===== src/hdl/assert_macros.svh =====
// Assertion macros for the file that checks its own logic.
`ifndef ASSERT_MACROS_SVH
`define ASSERT_MACROS_SVH

// An implication checked at each rising edge of i_clk outside of reset.
`define DSTX_ASSERT_IMP(label, ante, cons, msg) \
    label: assert property (@(posedge i_clk) disable iff (!i_rst_n) (ante) |-> (cons)) \
        else $error(msg);

// A condition that must never hold at a rising edge of i_clk outside of reset.
`define DSTX_ASSERT_NEVER(label, cond, msg) \
    label: assert property (@(posedge i_clk) disable iff (!i_rst_n) !(cond)) \
        else $error(msg);

`endif


===== src/hdl/dstx_pkg.sv =====
// Package with the types, constants and widths of the framed byte receiver.
package dstx_pkg;

    localparam int FRAME_BYTES = 32;
    localparam int COUNT_W     = $clog2(FRAME_BYTES + 1);
    localparam int ADDR_W      = $clog2(FRAME_BYTES);
    localparam int SNAP_BYTES  = 19;
    localparam int Q_DEPTH     = 2;
    localparam int QPTR_W      = (Q_DEPTH > 1) ? $clog2(Q_DEPTH) : 1;
    localparam int QCNT_W      = $clog2(Q_DEPTH + 1);

    localparam logic [7:0] B_DLE  = 8'h10;
    localparam logic [7:0] B_STX  = 8'h02;
    localparam logic [7:0] B_ETX  = 8'h03;
    localparam logic [7:0] B_FILL = 8'hff;
    localparam logic [7:0] B_ZERO = 8'h00;

    localparam logic [1:0] KIND_ERROR = 2'd0;
    localparam logic [1:0] KIND_BOARD = 2'd1;
    localparam logic [1:0] KIND_CAN   = 2'd2;

    typedef enum logic [1:0] {
        PH_HUNT,
        PH_STX,
        PH_BODY,
        PH_ESC
    } t_phase;

    typedef enum logic [2:0] {
        ERR_DLE,
        ERR_STX,
        ERR_ETX,
        ERR_CSUM,
        ERR_OVERFLOW,
        ERR_SHORT
    } t_err;

    typedef struct packed {
        logic                           is_frame;
        t_err                           err_code;
        logic [COUNT_W-1:0]             len;
        logic [SNAP_BYTES-1:0][7:0]     bytes;
    } t_entry;

    typedef struct packed {
        logic [1:0]  result_kind;
        logic [2:0]  error_code;
        logic [7:0]  board_id;
        logic [6:0]  board_command;
        logic        can_rtr;
        logic        can_extended;
        logic [28:0] can_ident;
        logic [31:0] can_timestamp;
        logic [7:0]  receive_flags;
        logic [7:0]  payload_length;
        logic [63:0] payload_bytes;
    } t_result;

endpackage


===== src/hdl/dstx_if.sv =====
// Valid/ready channel interfaces for received bytes and decoded results.
interface dstx_rx_if;
    logic       valid;
    logic       ready;
    logic [7:0] rx_byte;

    modport source (output valid, output rx_byte, input ready);
    modport sink (input valid, input rx_byte, output ready);
endinterface

interface dstx_res_if;
    logic        valid;
    logic        ready;
    logic [1:0]  result_kind;
    logic [2:0]  error_code;
    logic [7:0]  board_id;
    logic [6:0]  board_command;
    logic        can_rtr;
    logic        can_extended;
    logic [28:0] can_ident;
    logic [31:0] can_timestamp;
    logic [7:0]  receive_flags;
    logic [7:0]  payload_length;
    logic [63:0] payload_bytes;

    modport source (
        output valid, output result_kind, output error_code, output board_id,
        output board_command, output can_rtr, output can_extended, output can_ident,
        output can_timestamp, output receive_flags, output payload_length,
        output payload_bytes, input ready
    );
    modport sink (
        input valid, input result_kind, input error_code, input board_id,
        input board_command, input can_rtr, input can_extended, input can_ident,
        input can_timestamp, input receive_flags, input payload_length,
        input payload_bytes, output ready
    );
endinterface


===== src/hdl/dstx_front.sv =====
// Front end: byte parser state machine, frame store, checksum and classification.
module dstx_front (
    input  logic            i_clk,
    input  logic            i_rst_n,
    dstx_rx_if.sink         i_rx,
    input  logic            i_q_full,
    output logic            o_push,
    output dstx_pkg::t_entry o_entry
);
    import dstx_pkg::*;

    t_phase             r_phase;
    t_phase             n_phase;
    t_phase             next_ph;
    logic [COUNT_W-1:0] r_count;
    logic [COUNT_W-1:0] n_count;
    logic [7:0]         r_xor;
    logic [7:0]         n_xor;
    logic [7:0]         r_store [FRAME_BYTES];
    logic               accept;
    logic               store_full;
    logic               wr_en;
    logic               clr;
    logic               push;
    logic               is_frame;
    t_err               err_code;
    logic [7:0]         b;

    assign i_rx.ready = !i_q_full;
    assign accept     = i_rx.valid && !i_q_full;
    assign b          = i_rx.rx_byte;
    assign store_full = (r_count == COUNT_W'(FRAME_BYTES));

    always_comb begin
        next_ph = r_phase;
        unique case (r_phase)
            PH_HUNT: next_ph = (b == B_DLE) ? PH_STX : PH_HUNT;
            PH_STX:  next_ph = (b == B_STX) ? PH_BODY : PH_HUNT;
            PH_BODY: begin
                if (b == B_DLE) begin
                    next_ph = PH_ESC;
                end else begin
                    next_ph = store_full ? PH_HUNT : PH_BODY;
                end
            end
            PH_ESC: begin
                if (b == B_ETX || b == B_STX || store_full) begin
                    next_ph = PH_HUNT;
                end else begin
                    next_ph = PH_BODY;
                end
            end
            default: next_ph = PH_HUNT;
        endcase
        n_phase = accept ? next_ph : r_phase;
    end

    always_comb begin
        push     = 1'b0;
        is_frame = 1'b0;
        err_code = ERR_DLE;
        wr_en    = 1'b0;
        clr      = 1'b0;
        unique case (r_phase)
            PH_HUNT: begin
                if (b == B_DLE) begin
                    clr = 1'b1;
                end else if (b != B_FILL) begin
                    push     = 1'b1;
                    err_code = ERR_DLE;
                end
            end
            PH_STX: begin
                if (b != B_STX) begin
                    push     = 1'b1;
                    err_code = ERR_STX;
                end
            end
            PH_BODY: begin
                if (b != B_DLE) begin
                    if (store_full) begin
                        push     = 1'b1;
                        err_code = ERR_OVERFLOW;
                    end else begin
                        wr_en = 1'b1;
                    end
                end
            end
            PH_ESC: begin
                if (b == B_ETX) begin
                    push = 1'b1;
                    if (r_xor != 8'h00) begin
                        err_code = ERR_CSUM;
                    end else if (r_count <= COUNT_W'(1)) begin
                        err_code = ERR_SHORT;
                    end else begin
                        is_frame = 1'b1;
                    end
                end else if (b == B_STX) begin
                    push     = 1'b1;
                    err_code = ERR_ETX;
                end else if (store_full) begin
                    push     = 1'b1;
                    err_code = ERR_OVERFLOW;
                end else begin
                    wr_en = 1'b1;
                end
            end
            default: push = 1'b0;
        endcase
    end

    always_comb begin
        n_count = r_count;
        n_xor   = r_xor;
        if (accept && clr) begin
            n_count = '0;
            n_xor   = '0;
        end else if (accept && wr_en) begin
            n_count = r_count + COUNT_W'(1);
            n_xor   = r_xor ^ b;
        end
    end

    always_ff @(posedge i_clk) begin
        if (!i_rst_n) begin
            r_phase <= PH_HUNT;
            r_count <= '0;
            r_xor   <= '0;
        end else begin
            r_phase <= n_phase;
            r_count <= n_count;
            r_xor   <= n_xor;
        end
    end

    always_ff @(posedge i_clk) begin
        if (accept && wr_en) begin
            r_store[r_count[ADDR_W-1:0]] <= b;
        end
    end

    assign o_push           = accept && push;
    assign o_entry.is_frame = is_frame;
    assign o_entry.err_code = err_code;
    assign o_entry.len      = r_count - COUNT_W'(1);

    for (genvar k = 0; k < SNAP_BYTES; k++) begin : g_snap
        assign o_entry.bytes[k] = r_store[k];
    end

endmodule


===== src/hdl/dstx_queue.sv =====
// Short queue of classified items between the front and back ends.
module dstx_queue (
    input  logic             i_clk,
    input  logic             i_rst_n,
    input  logic             i_push,
    input  dstx_pkg::t_entry i_entry,
    input  logic             i_pop,
    output logic             o_full,
    output logic             o_valid,
    output dstx_pkg::t_entry o_entry
);
    import dstx_pkg::*;

    t_entry            r_mem [Q_DEPTH];
    logic [QPTR_W-1:0] r_wr;
    logic [QPTR_W-1:0] r_rd;
    logic [QCNT_W-1:0] r_cnt;
    logic [QPTR_W-1:0] n_wr;
    logic [QPTR_W-1:0] n_rd;
    logic [QCNT_W-1:0] n_cnt;
    logic              do_pop;

    assign o_full  = (r_cnt == QCNT_W'(Q_DEPTH));
    assign o_valid = (r_cnt != '0);
    assign o_entry = r_mem[r_rd];
    assign do_pop  = i_pop && o_valid;

    always_comb begin
        n_wr  = r_wr;
        n_rd  = r_rd;
        n_cnt = r_cnt;
        if (i_push) begin
            n_wr = (r_wr == QPTR_W'(Q_DEPTH - 1)) ? '0 : r_wr + QPTR_W'(1);
        end
        if (do_pop) begin
            n_rd = (r_rd == QPTR_W'(Q_DEPTH - 1)) ? '0 : r_rd + QPTR_W'(1);
        end
        if (i_push && !do_pop) begin
            n_cnt = r_cnt + QCNT_W'(1);
        end else if (!i_push && do_pop) begin
            n_cnt = r_cnt - QCNT_W'(1);
        end
    end

    always_ff @(posedge i_clk) begin
        if (!i_rst_n) begin
            r_wr  <= '0;
            r_rd  <= '0;
            r_cnt <= '0;
        end else begin
            r_wr  <= n_wr;
            r_rd  <= n_rd;
            r_cnt <= n_cnt;
        end
    end

    always_ff @(posedge i_clk) begin
        if (i_push) begin
            r_mem[r_wr] <= i_entry;
        end
    end

endmodule


===== src/hdl/dstx_back.sv =====
// Back end: decodes a queued item into a result and holds it in the output register.
module dstx_back (
    input  logic             i_clk,
    input  logic             i_rst_n,
    input  logic             i_q_valid,
    input  dstx_pkg::t_entry i_entry,
    output logic             o_pop,
    dstx_res_if.source       o_res
);
    import dstx_pkg::*;

    logic       r_valid;
    t_result    r_res;
    t_result    dec;
    logic [7:0] pk [SNAP_BYTES];
    logic [7:0] plen;
    logic       load;

    always_comb begin
        for (int k = 0; k < SNAP_BYTES; k++) begin
            pk[k] = (COUNT_W'(k) < i_entry.len) ? i_entry.bytes[k] : 8'h00;
        end
        dec  = '0;
        plen = '0;
        if (!i_entry.is_frame) begin
            dec.result_kind = KIND_ERROR;
            dec.error_code  = i_entry.err_code;
        end else if (pk[0] == B_ZERO || pk[0] == B_FILL) begin
            plen = (i_entry.len >= COUNT_W'(2)) ? 8'(i_entry.len) - 8'd2 : 8'd0;
            dec.result_kind    = KIND_BOARD;
            dec.board_id       = pk[0];
            dec.board_command  = pk[1][6:0];
            dec.payload_length = plen;
            for (int i = 0; i < 8; i++) begin
                if (8'(i) < plen) begin
                    dec.payload_bytes[8*i +: 8] = pk[2 + i];
                end
            end
        end else begin
            dec.result_kind    = KIND_CAN;
            dec.can_rtr        = pk[0][6];
            dec.can_extended   = pk[0][5];
            dec.can_ident      = {pk[4][4:0], pk[3], pk[2], pk[1]};
            dec.can_timestamp  = {pk[8], pk[7], pk[6], pk[5]};
            dec.receive_flags  = pk[9];
            dec.payload_length = pk[10];
            for (int i = 0; i < 8; i++) begin
                if (8'(i) < pk[10]) begin
                    dec.payload_bytes[8*i +: 8] = pk[11 + i];
                end
            end
        end
    end

    assign load  = i_q_valid && (!r_valid || o_res.ready);
    assign o_pop = load;

    always_ff @(posedge i_clk) begin
        if (!i_rst_n) begin
            r_valid <= 1'b0;
        end else if (load) begin
            r_valid <= 1'b1;
        end else if (o_res.ready) begin
            r_valid <= 1'b0;
        end
    end

    always_ff @(posedge i_clk) begin
        if (load) begin
            r_res <= dec;
        end
    end

    assign o_res.valid          = r_valid;
    assign o_res.result_kind    = r_res.result_kind;
    assign o_res.error_code     = r_res.error_code;
    assign o_res.board_id       = r_res.board_id;
    assign o_res.board_command  = r_res.board_command;
    assign o_res.can_rtr        = r_res.can_rtr;
    assign o_res.can_extended   = r_res.can_extended;
    assign o_res.can_ident      = r_res.can_ident;
    assign o_res.can_timestamp  = r_res.can_timestamp;
    assign o_res.receive_flags  = r_res.receive_flags;
    assign o_res.payload_length = r_res.payload_length;
    assign o_res.payload_bytes  = r_res.payload_bytes;

endmodule


===== src/hdl/dle_stx_frame_receiver_core.sv =====
// Top level of the DLE STX / DLE ETX framed byte receiver.
// The receiver takes one raw link byte per item on i_rx and hunts for DLE STX.
// Inside a frame DLE DLE is a data byte 0x10, DLE ETX closes the frame and
// DLE STX is reported as an error. A closed frame of two or more bytes with zero
// XOR is decoded as a board message (first byte 0x00 or 0xff) or as a CAN bus message.
// Each byte yields at most one item on o_res: an error report or a message.
// One byte is taken per cycle while i_rx.ready is high; the parser state machine
// updates phase, store and checksum for each byte that it takes.
// A result passes from the byte that causes it through the two-entry queue and
// then the output register before it appears on o_res.
// When o_res stalls, bytes are still taken until the queue is full, then
// i_rx.ready drops until the output register is drained.
// Reset clears the phase to hunting, the count and the checksum, and empties
// the queue and the output register; the frame store needs no clearing.
// Frames longer than the store report an overflow and the parser hunts again.
module dle_stx_frame_receiver_core (
    input  logic       i_clk,
    input  logic       i_rst_n,
    dstx_rx_if.sink    i_rx,
    dstx_res_if.source o_res
);
    import dstx_pkg::*;

    `include "assert_macros.svh"

    logic   push;
    logic   q_full;
    logic   q_valid;
    logic   pop;
    t_entry push_entry;
    t_entry head_entry;

    dstx_front u_front (
        .i_clk    (i_clk),
        .i_rst_n  (i_rst_n),
        .i_rx     (i_rx),
        .i_q_full (q_full),
        .o_push   (push),
        .o_entry  (push_entry)
    );

    dstx_queue u_queue (
        .i_clk   (i_clk),
        .i_rst_n (i_rst_n),
        .i_push  (push),
        .i_entry (push_entry),
        .i_pop   (pop),
        .o_full  (q_full),
        .o_valid (q_valid),
        .o_entry (head_entry)
    );

    dstx_back u_back (
        .i_clk     (i_clk),
        .i_rst_n   (i_rst_n),
        .i_q_valid (q_valid),
        .i_entry   (head_entry),
        .o_pop     (pop),
        .o_res     (o_res)
    );

    `DSTX_ASSERT_NEVER(a_no_push_full, push && q_full, "item pushed into a full queue")
    `DSTX_ASSERT_IMP(a_err_clean, o_res.valid && o_res.result_kind == KIND_ERROR, o_res.board_id == 8'h00 && o_res.payload_bytes == 64'h0 && o_res.payload_length == 8'h00, "error report carries message fields")
    `DSTX_ASSERT_IMP(a_board_len, o_res.valid && o_res.result_kind == KIND_BOARD, o_res.payload_length <= 8'(FRAME_BYTES - 3), "board payload length exceeds the frame store")
    `DSTX_ASSERT_IMP(a_pop_valid, pop, q_valid, "back end popped an empty queue")

endmodule

===== src/flat_wrapper.sv =====
// flat-port wrapper written by rule: the top's interface ports become plain ports
module dle_stx_frame_receiver_core_flat import dstx_pkg::*;
  (i_clk, i_rst_n, i_rx_valid, i_rx_rx_byte, i_rx_ready, o_res_valid, o_res_result_kind, o_res_error_code, o_res_board_id, o_res_board_command, o_res_can_rtr, o_res_can_extended, o_res_can_ident, o_res_can_timestamp, o_res_receive_flags, o_res_payload_length, o_res_payload_bytes, o_res_ready);
  dstx_rx_if i_rx_i ();
  dstx_res_if o_res_i ();
  input  logic i_clk;
  input  logic i_rst_n;
  input wire logic [$bits(i_rx_i.valid)-1:0] i_rx_valid;
  input wire logic [$bits(i_rx_i.rx_byte)-1:0] i_rx_rx_byte;
  output wire logic [$bits(i_rx_i.ready)-1:0] i_rx_ready;
  output wire logic [$bits(o_res_i.valid)-1:0] o_res_valid;
  output wire logic [$bits(o_res_i.result_kind)-1:0] o_res_result_kind;
  output wire logic [$bits(o_res_i.error_code)-1:0] o_res_error_code;
  output wire logic [$bits(o_res_i.board_id)-1:0] o_res_board_id;
  output wire logic [$bits(o_res_i.board_command)-1:0] o_res_board_command;
  output wire logic [$bits(o_res_i.can_rtr)-1:0] o_res_can_rtr;
  output wire logic [$bits(o_res_i.can_extended)-1:0] o_res_can_extended;
  output wire logic [$bits(o_res_i.can_ident)-1:0] o_res_can_ident;
  output wire logic [$bits(o_res_i.can_timestamp)-1:0] o_res_can_timestamp;
  output wire logic [$bits(o_res_i.receive_flags)-1:0] o_res_receive_flags;
  output wire logic [$bits(o_res_i.payload_length)-1:0] o_res_payload_length;
  output wire logic [$bits(o_res_i.payload_bytes)-1:0] o_res_payload_bytes;
  input wire logic [$bits(o_res_i.ready)-1:0] o_res_ready;
  assign i_rx_i.valid = i_rx_valid;
  assign i_rx_i.rx_byte = i_rx_rx_byte;
  assign i_rx_ready = i_rx_i.ready;
  assign o_res_valid = o_res_i.valid;
  assign o_res_result_kind = o_res_i.result_kind;
  assign o_res_error_code = o_res_i.error_code;
  assign o_res_board_id = o_res_i.board_id;
  assign o_res_board_command = o_res_i.board_command;
  assign o_res_can_rtr = o_res_i.can_rtr;
  assign o_res_can_extended = o_res_i.can_extended;
  assign o_res_can_ident = o_res_i.can_ident;
  assign o_res_can_timestamp = o_res_i.can_timestamp;
  assign o_res_receive_flags = o_res_i.receive_flags;
  assign o_res_payload_length = o_res_i.payload_length;
  assign o_res_payload_bytes = o_res_i.payload_bytes;
  assign o_res_i.ready = o_res_ready;
  dle_stx_frame_receiver_core u_core (.i_clk(i_clk), .i_rst_n(i_rst_n), .i_rx(i_rx_i), .o_res(o_res_i));
endmodule

===== config.mk =====
export PLATFORM = sky130hd
export DESIGN_NAME = dle_stx_frame_receiver_core_flat
export DESIGN_NICKNAME = d
export VERILOG_FILES = /design/src/hdl/dstx_pkg.sv /design/src/hdl/dstx_if.sv /design/src/hdl/dstx_front.sv /design/src/hdl/dstx_queue.sv /design/src/hdl/dstx_back.sv /design/src/hdl/dle_stx_frame_receiver_core.sv /design/src/flat_wrapper.sv
export VERILOG_INCLUDE_DIRS = /design/src /design/src/hdl
export SDC_FILE = /design/constraint.sdc
export NUM_CORES = 1
export LEC_CHECK = 0
export BUFFER_PORTS_ARGS = -buffer_cell sky130_fd_sc_hd__clkbuf_2
export CAP_MARGIN = 20
export CORE_MARGIN = 2
export CORE_UTILIZATION = 40
export DETAILED_ROUTE_END_ITERATION = 10
export GPL_TIMING_DRIVEN = 0
export PLACE_DENSITY = 0.63
export SLEW_MARGIN = 10
export SYNTH_ARGS = -nofsm -noshare
export SYNTH_HDL_FRONTEND = slang
export SYNTH_SLANG_ARGS = --single-unit

===== constraint.sdc =====
create_clock -name i_clk -period 10.3 [get_ports i_clk]
set_clock_uncertainty 0.2 [all_clocks]
set_input_delay 0 -clock i_clk [delete_from_list [all_inputs] [get_ports i_clk]]
set_output_delay 0 -clock i_clk [all_outputs]
set_load 0.02 [all_outputs]

* Word level (Yosys, flattened, before mapping)
Memory sizes are Yosys's and may differ from the RTL's. A register that Yosys moved wholly into a read port is not among the register bits.
Cells that the tools add are included.
** Cells by class
- Bitwise logic cells :: 4
- $add $sub $neg :: 7
- Reduce and logical (&&, ||, !) cells :: 26
- Equality and inequality tests :: 12
- Order comparisons :: 37
- Muxes and demuxes :: 83
** Operators by type and width (count)
- $mux 8 :: 35
- $mux 72 :: 1
- $lt 3x8->1 const A :: 8
- $lt 4x6->1 const A :: 8
- $lt 1x8->1 const A :: 4
- $lt 2x8->1 const A :: 4
- $mux 1 :: 29
- $lt 3x6->1 const A :: 4
- $lt 5x6->1 const A :: 3
- $mux 3 :: 6
- $eq 8x2->1 const B :: 2
- $mux 2 :: 7
- $lt 1x6->1 const A :: 2
- $lt 2x6->1 const A :: 2
- $pmux 3 s4 :: 1
- $eq 8x5->1 const B :: 1
- $eq 8x8->1 const B :: 1
- $logic_and 1x1->1 :: 8
- $logic_not 8->1 :: 1
- $ne 8x2->1 const B :: 1
- $ne 8x5->1 const B :: 1
- $ne 8x8->1 const B :: 1
- $pmux 2 s4 :: 1
- $reduce_bool 8->1 :: 1
- other kinds (23) :: 37
** Storage, ports and cells
- Logic and storage cells :: 190
- Input port bits :: 12
- Memories :: 2
- Output and inout port bits :: 165
- Memory bits (writable) :: 580
- Flip-flop bits (word level) :: 184
** Memory list
- u_core.u_queue.r_mem :: words 2, width 162, rd ports 1, clocked after Yosys merged registers in 1, wr ports 1, line dstx_queue.sv:14 : t_entry r_mem [Q_DEPTH];
- u_core.u_front.r_store :: words 32, width 8, rd ports 19, clocked after Yosys merged registers in 0, wr ports 1, line dstx_front.sv:19 : logic [7:0] r_store [FRAME_BYTES];

* Depth between registers and ports, before layout
Gate-level depths: netlist of run 1.
- Depth after elaboration :: 10
- Gate-level depth with buffers :: 11

* Hierarchy
A second synthesis of run 1 with hierarchy kept.
** Unflattened totals
- Cells, all modules :: 1304
- Area total of the unflattened synthesis :: 24938.9 um^2
** Modules (own cells, without submodules)
- dstx_queue :: times used 1, area an instance 12226.7 um^2, sequential area each 9829.4 um^2, cells an instance 526
- dstx_back :: times used 1, area an instance 6946.7 um^2, sequential area each 4914.7 um^2, cells an instance 460
- dstx_front :: times used 1, area an instance 5765.5 um^2, sequential area each 4884.7 um^2, cells an instance 318

* Worst setup path after synthesis of run 1
OpenSTA, ideal clock, no wires.
- Path kind :: reg2reg
- Start :: register u_core.u_front.r_count[3]
- End :: memory u_core.u_queue.r_mem[0][0] (netlist bit), enable pin
- Path slack :: 0.705 ns
- Data arrival time :: 8.690 ns
- Setup time :: 0.705 ns
- Stages on the path, launching flop included :: 8
- Path buffers :: 2
- Data required time :: 9.395 ns
- Cell sequence :: dfxtp_1 buf_2 or3_1 buf_2 o31a_1 o21ai_1 and3_1 nor2b_1
** On the way
- Cells in the longest elaborated chain, start to end :: 8
- Elaborated cells between the ends (all ways) :: 9
- Classes of those cells :: 1 x eq/ne; 7 x mux; 1 x reduce/logical
** RTL lines
- start, declared :: line dstx_front.sv:15 : logic [COUNT_W-1:0] r_count;
- start signal, assigned :: line dstx_front.sv:132 : r_count <= n_count;
- $eq 6x6->1 (*) :: line dstx_front.sv:32 : assign store_full = (r_count == COUNT_W'(FRAME_BYTES));
- $mux 1 (*) :: line dstx_front.sv:81, dstx_front.sv:102
- $mux 1 :: line dstx_front.sv:99 : end else if (b == B_STX) begin
- $mux 1 :: line dstx_front.sv:90 : if (b == B_ETX) begin
- $pmux 1 s4 (*) :: line dstx_front.sv:64 : unique case (r_phase)
- $logic_and 1x1->1 (*) :: line dstx_front.sv:143 : assign o_push = accept && push;
- named net u_core.push :: line dle_stx_frame_receiver_core.sv:26 : logic push;
- $mux 1 (*) :: line dstx_queue.sv:58 : if (i_push) begin
- $mux 1 (implied by the code) (*) :: line dstx_queue.sv:59 : r_mem[r_wr] <= i_entry;
- end, declared :: line dstx_queue.sv:14
Mark *: on every way through the listed nets, which the timed path passes. The rest lies on a longest branch.

* Final worst setup path of run 1
- Start :: input i_rx_rx_byte[7]
- End :: memory u_core.u_queue.r_mem[0][141] (netlist bit), enable pin
** On the way
- Cells in the longest elaborated chain, start to end :: 7
- Elaborated cells between the ends (all ways) :: 16
- Classes of those cells :: 6 x eq/ne; 9 x mux; 1 x reduce/logical
** RTL lines
- start, declared :: line flat_wrapper.sv:9 : input wire logic [$bits(i_rx_i.rx_byte)-1:0] i_rx_rx_byte;
- $eq 8x2->1 / $ne 8x8->1 (equally long branches) :: line dstx_front.sv:99, dstx_front.sv:68
- $mux 1 (on tied branches) :: line dstx_front.sv:99, dstx_front.sv:68
- $mux 1 (on tied branches) :: line dstx_front.sv:90, dstx_front.sv:66
- $pmux 1 s4 (*) :: line dstx_front.sv:64
- $logic_and 1x1->1 (*) :: line dstx_front.sv:143
- named net u_core.push :: line dle_stx_frame_receiver_core.sv:26
- $mux 1 (*) :: line dstx_queue.sv:58
- $mux 1 (implied by the code) (*) :: line dstx_queue.sv:59
Marks and branches as above.

==> impl_metrics.yaml, run 1 <==
run_status:
  status: "completed"
timing:
  slew_headroom_pct: 29.5
  finalWorstSetupSlack_ns: 6.55
  timing.setup.tns_ns: 0
  finalSetupViolations: 0
  drv_slew: 0
  fin_hold_ws_ns: 0.0610
  grt_setup_unrepaired: "no"
  min_period_over_period_pct: 36.4
  period_needed_ns: 3.75
  worst_pin_slew_ns: 1.06
  finalHoldViolations: 0
  max_freq_ghz: 0.266
setup_path:
  crit_fanout: 27
  critPathBufInv: 5
  slowest_stage: "or4_4"
  path_cells: "dlygate4sd3_1 > clkbuf_2 > or4_4 > nor3_1 > nor2_1 > o21ai_1 > and3_1 > nor2b_4 > buf_12 > buf_12 > buf_12"
  r2r_cells: 8
  regToRegStartpoint: "u_core.u_front.r_count[0]"
  slowest_delay_ns: 0.65
  r2r-end: "u_core.u_front.r_store[17][0]"
  crit_family: "simple AND/OR/NAND/NOR gates"
  crit_cells: 11
  arrival_ns: 3.85
  criticalPathCategory: "in -> reg"
  cpMostUsedCell: "buf_12"
  worstSetupEndpointType: "register"
  start_kind: "input pin"
  worstPathRequired_ns: 10.40
  r2r_setup_slack_ns: 6.57
logic_synthesis:
  async_flop_share_pct: 0
  synth-warning-count: 0
  syn_area_per_cell_um2: 17.6
  yosysMostFrequentCell: "edfxtp_1"
  netlist_instances: 1396
  synth-seq-cells: 661
  ys.flop_type: "edfxtp_1"
  synth_top_area_cell: "edfxtp_1"
  synth_edf_count: 639
  synth_cell_type_count: 72
  yosys-top-cells-area: "edfxtp_1 78%, mux2_2 3.7%, mux2i_1 3.6%, nor2_1 2.3%, dfxtp_1 1.8%"
  ys_top_cells_by_count: "639 x edfxtp_1, 152 x nor2_1, 111 x nand2_1"
  yosysSeqAreaShare_pct: 79.7
  synth_area_um2: 24600
  yosysTopAreaCellShare_pct: 77.9
  syn_nets: 1415
routing:
  wl_per_cell_um: 22.1
  drtIter0Drc: 883
  drc: 0
  routed_via_density: 5.14
  drt-total-wl_um: 55200
  dr.pass1.iters: 5
  drtAntennaViolNets: 0
  vias: 12800
cts:
  cts_buffers: 68
  htreeDepth: 3
  clock_latency_ns: 0.61
  root_buffer: "clkbuf_16"
  tritoncts: "yes"
  clkSinkCount: 661
  cts_resized: 0
  ctsHoldBuffers: 6
  clk_pin_slew_worst_paths_ns: 0.06
  post_cts_buffers: 0
  cts_buffer_depth: 3
cells_and_area:
  area_growth_pct: 17.5
  drive_above_1_share_pct: 25.5
  fill_cells: 5168
  seq_area_um2: 19600
  fin_cells: 2494
  multi_input_area_um2: 4720
  final_area_um2: 28900
  antennaDiodeCount: 0
  layout.nets: 1681
power_and_ir_drop:
  p_leak_uw: 0.0100
  power-per-cell-area_nw_per_um2: 278
  ir_drop_mv: 0.161
min_path:
  min_from: "i_rx_rx_byte[5]"
  holdPathStages: 1
  hold_path_class: "in -> reg"
  hold_end: "u_core.u_front.r_store[3][5]"
grt:
  grt_pass1_vias: 13500
  grt_first_pass_wirelength_um: 82400
  grt_use_total_pct: 17.5
  grt-ovfl-total: 0
  antenna_found_initial: 3
  grt_max_degree: 58
placed_design:
  port_buffers: 176
  place_ws_ns: 6.21
  hpwlAfterDp_um: 35900
  place_inst: 2368
  place_congestion: 0.844
  dpl_cell_area_um2: 26800
run:
  maxCapViolations: 0
floorplan:
  initial_core_util_pct: 40.6
  die_w_um: 252
  core_area_um2: 60600
  dieArea_um2: 63500
  num_rows: 90
  top_level_ports: 177
  fp.dieH_um: 252
worst max path at each step:
stage               slack, ns                       from                             to
CTS                      6.49            i_rx_rx_byte[6]   u_core.u_queue.r_mem[0][141]
global placement        -4.38            i_rx_rx_byte[3]   u_core.u_queue.r_mem[0][137]
global route             6.24  u_core.u_front.r_count[0]  u_core.u_front.r_store[12][4]
finish                   6.55            i_rx_rx_byte[7]   u_core.u_queue.r_mem[0][141]
floorplan                0.71  u_core.u_front.r_count[3]     u_core.u_queue.r_mem[0][0]
detailed placement       6.21            i_rx_rx_byte[3]   u_core.u_queue.r_mem[0][137]
layout by cell type (no fill, tap or decap), drive strengths merged, types with 3 or more instances in the layout:
cell type | synthesis | routed
nor2 | 152 | 152
a21oi | 14 | 14
o211ai | 8 | 8
nand2 | 112 | 112
dfxtp | 22 | 22
or2 | 4 | 4
nor3b | 5 | 5
edfxtp | 639 | 639
nand4 | 11 | 11
or3 | 3 | 3
nor4b | 3 | 3
mux2i | 90 | 90
and3 | 4 | 4
nor4 | 12 | 12
clkbuf | 13 | 271
nand3 | 8 | 8
clkinv | 0 | 29
nor3 | 22 | 22
a31oi | 3 | 3
inv | 16 | 20
o21ai | 16 | 16
dlygate4sd3 | 0 | 6
o22ai | 66 | 66
xor2 | 17 | 17
nand2b | 7 | 7
xnor2 | 3 | 3
buf | 29 | 43
bufinv | 0 | 3
ha | 7 | 7
mux2 | 81 | 81
worst register-to-register path, cell delays in order, from the launching register on:
cell and delay, ns:
dfxtp_1 0.48, inv_1 0.15, ha_1 0.30, nand2_1 0.17, nor2_1 0.11, a2111oi_4 0.56
buf_2 0.32, nand2_1 0.28, nor2_1 0.78
per-layer routing:
layer	global-route usage, %	vias to the layer above	share of wire, %	wire length (um)
li1	-	5918	-	-
met1	22.1	6482	42	23000
met2	30.7	329	52	28600
met3	2.66	81	4.4	2410
met4	6.10	0	2.2	1190
met5	0	-	0	0
layout make-up:
class / count / share of cell area (%)
buffer: 42 / 0.778
clock buffer: 82 / 6.21
clock inverter: 38 / 0.964
inverter: 16 / 0.208
multi-input combinational: 677 / 16.3
sequential: 661 / 67.8
tap: 782 / 3.38
timing repair buffer: 196 / 4.30
state kept, by name, indices dropped and copies added (netlist names), 3 cells and up, named ones only:
register	cells
u_core.u_queue.r_mem	324
u_core.u_front.r_store	152
u_core.u_back.o_res.payload_bytes	64
u_core.u_back.o_res.can_timestamp	32
u_core.u_back.o_res.can_ident	29
u_core.u_back.o_res.board_id	8
u_core.u_back.o_res.payload_length	8
u_core.u_back.o_res.receive_flags	8
u_core.u_front.r_xor	8
u_core.u_back.o_res.board_command	7
u_core.u_front.r_count	6
u_core.u_back.o_res.error_code	3
power by group:
group / switching, uW / leakage, uW / internal [uW]
clock: 977 / 0.00101 / 1320
sequential: 153 / 0.00613 / 3610
combinational: 1360 / 0.00286 / 626
stage by stage:
step | util [%] | power, uW
4_1_cts | 47.8 | 8150
5_1_grt | 47.8 | 8400
2_1_floorplan | - | 5140
6_report | 47.8 | 8050
3_3_place_gp | 43.7 | 5900
3_5_place_dp | 44.2 | 5840
logic make-up after synthesis:
| logic type | after synthesis | synth area share, % |
|---|---|---|
| compound gates | 126 | 3.91 |
| xor+xnor | 20 | 0.711 |
| fa+ha+maj | 7 | 0.356 |
| buf+inv | 58 | 1.16 |
| flops | 661 | 79.7 |
| mux | 171 | 7.38 |
| simple gates | 353 | 6.75 |
Power figures use the tool's default switching activity.
==> run 2: changes to the inputs <==
==> constraint.sdc (replaced) <==
create_clock -name i_clk -period 3.11 [get_ports i_clk]
set_clock_uncertainty 0.2 [all_clocks]
set_input_delay 0 -clock i_clk [delete_from_list [all_inputs] [get_ports i_clk]]
set_output_delay 0 -clock i_clk [all_outputs]
set_load 0.02 [all_outputs]
==> run 2 against run 1 <==
Compared with the run above: critical path depth decreased by 4; die area is the same; routed wire length is 2.2% higher; first-iteration DRC count up 7.4%; critical path type is now reg -> reg; design area increased by 2.8%; sequential power grew to 3.3 times the previous value; clock-buffer cell count down 2; combinational power grew to 3.4 times the previous value; via count rose by 2.0%; total power increased to 3.4 times the previous value; clock power grew to 3.4 times the previous value; sequential share of layout area decreased by 1.8 points.
==> impl_metrics.yaml, run 2 (synthesis results as in run 1) <==
run:
  maxCapViolations: 0
routing:
  dr.pass1.iters: 5
  drtIter0Drc: 948
  drt-total-wl_um: 56400
  drtAntennaViolNets: 0
  wl_per_cell_um: 22.4
  routed_via_density: 5.18
  drc: 0
  vias: 13100
setup_path:
  worstSetupEndpointType: "register"
  r2r_setup_slack_ns: 0.01
  worstPathRequired_ns: 3.23
  criticalPathCategory: "reg -> reg"
  crit_fanout: 10
  slowest_stage: "edfxtp_1"
  critPathCapture: "u_core.u_back.o_res.payload_bytes[29]"
  start_kind: "register"
  slowest_delay_ns: 0.49
  regToRegStartpoint: "u_core.u_queue.r_mem[1][156]"
  arrival_ns: 3.22
  r2r_cells: 7
  path_cells: "nor3b_2 > o22ai_2 > or2_4 > o211ai_4 > or3_1 > clkbuf_1 > o22ai_1"
  worstSetupStartpoint: "u_core.u_queue.r_mem[1][156]"
  r2r-end: "u_core.u_back.o_res.payload_bytes[29]"
cells_and_area:
  multi_input_area_um2: 5120
  fill_cells: 4978
  largest_reg_flops: 324
  layout.nets: 1703
  area_growth_pct: 20.8
  drive_above_1_share_pct: 29.6
  seq_area_um2: 19600
  layout_commonest_cell: "edfxtp_1"
  largest-register: "u_core.u_queue.r_mem"
  layout_common_cells: "639 x edfxtp_1, 178 x clkbuf_2, 131 x nor2_1, 107 x nand2_1, 87 x mux2i_1"
  final_core_util_pct: 49.1
timing:
  drv_slew: 0
  finalHoldViolations: 0
  min_period_over_period_pct: 99.6
  timing.setup.tns_ns: 0
  worst_pin_slew_ns: 1.09
  finalSetupViolations: 0
  slew_headroom_pct: 27.3
  grt_setup_unrepaired: "yes"
  period_needed_ns: 3.10
  fin_hold_ws_ns: 0.0578
  max_freq_ghz: 0.323
run_status:
  status: "completed"
power_and_ir_drop:
  p_leak_uw: 0.0103
  ir_drop_mv: 0.445
  p_total_uw: 27200
  power-per-cell-area_nw_per_um2: 914
cts:
  cts_buffers: 67
  clk_pin_slew_worst_paths_ns: 0.06
  cts_buffer_depth: 3
  root_buffer: "clkbuf_16"
  clock_latency_ns: 0.61
  tritoncts: "yes"
  htreeDepth: 3
  clkSinkCount: 661
grt:
  grt_max_degree: 52
  grt_pass1_vias: 13400
  grt_use_total_pct: 17.7
  grt_first_pass_wirelength_um: 82500
  grt-ovfl-total: 0
  antenna_found_initial: 0
floorplan:
  core_area_um2: 60600
  fp.dieH_um: 252
  dieArea_um2: 63500
  initial_core_util_pct: 40.6
  die_w_um: 252
  num_rows: 90
  top_level_ports: 177
placed_design:
  place_congestion: 0.853
  port_buffers: 176
  hpwlAfterDp_um: 35600
min_path:
  hold_path_class: "in -> reg"
## run 2: cell count changes in the layout (fill, tap and decap cells not counted), moves of 5 or more
cell / delta
o22ai_2: +9
nor2_4: +15
nor2_2: +5
buf_2: -8
clkbuf_4: +5
buf_4: +10
o22ai_1: -11
buf_12: +5
nor2_1: -20
## run 2: worst min-delay path by stage
stage                          startpoint  cells past startpoint                            end
after floorplan           i_rx_rx_byte[0]                      0   u_core.u_front.r_store[0][0]
after global placement            i_rst_n                      3            u_core.u_queue.r_wr
after detailed placement          i_rst_n                      3            u_core.u_queue.r_wr
after CTS                 i_rx_rx_byte[4]                      1  u_core.u_front.r_store[16][4]
after global routing      i_rx_rx_byte[3]                      1  u_core.u_front.r_store[15][3]
final                     i_rx_rx_byte[4]                      1  u_core.u_front.r_store[16][4]
## run 2: what timing repair did
item / CTS / global route
hold buffers: 11 / 0
gates cloned: 3 / 1
endpoints found under the setup margin: 406 / 367
resized for setup: 52 / 33
pin swaps: 7 / 7
buffers inserted: 10 / 6
endpoints found under the hold margin: 118 / 0
## run 2: per-stage QoR
step	cell area (um^2)	worst slack [ns]	instances
6_report	29700	0.0114	2520
5_1_grt	29700	-0.0135	2518
4_1_cts	29500	-0.0502	2513
3_5_place_dp	26800	-1.12	2368
3_3_place_gp	26500	-3.62	2354
2_1_floorplan	24700	-1.49	1396
## run 2: cell type report
class,count,share of cell area (%)
timing repair buffer,217,5.15
antenna,2,0.0168
sequential,661,66.0
multi-input combinational,679,17.2
clock buffer,80,5.95
buffer,42,0.858
clock inverter,41,1.28
inverter,16,0.202
tap,782,3.29
## run 2: worst max-delay path, delay by kind of cell (launching register included)
kind	cells	cell delay (ns)
simple gates	3	0.98
compound gates	3	0.72
buf+inv	1	0.40
flops	1	0.49
## run 2: layer usage
layer | routed length, um | up-vias | global-route usage, %
met3 | 3090 | 83 | 3.36
li1 | - | 5971 | -
met5 | 0 | - | 0
met1 | 23000 | 6601 | 22.3
met4 | 1490 | 0 | 7.12
met2 | 28800 | 407 | 30.3
## run 2: where the power goes
part           switching (uW)  internal, uW  leakage, uW
registers                 514         12000      0.00614
clock network            3270          4580      0.00106
logic                    4620          2220      0.00309
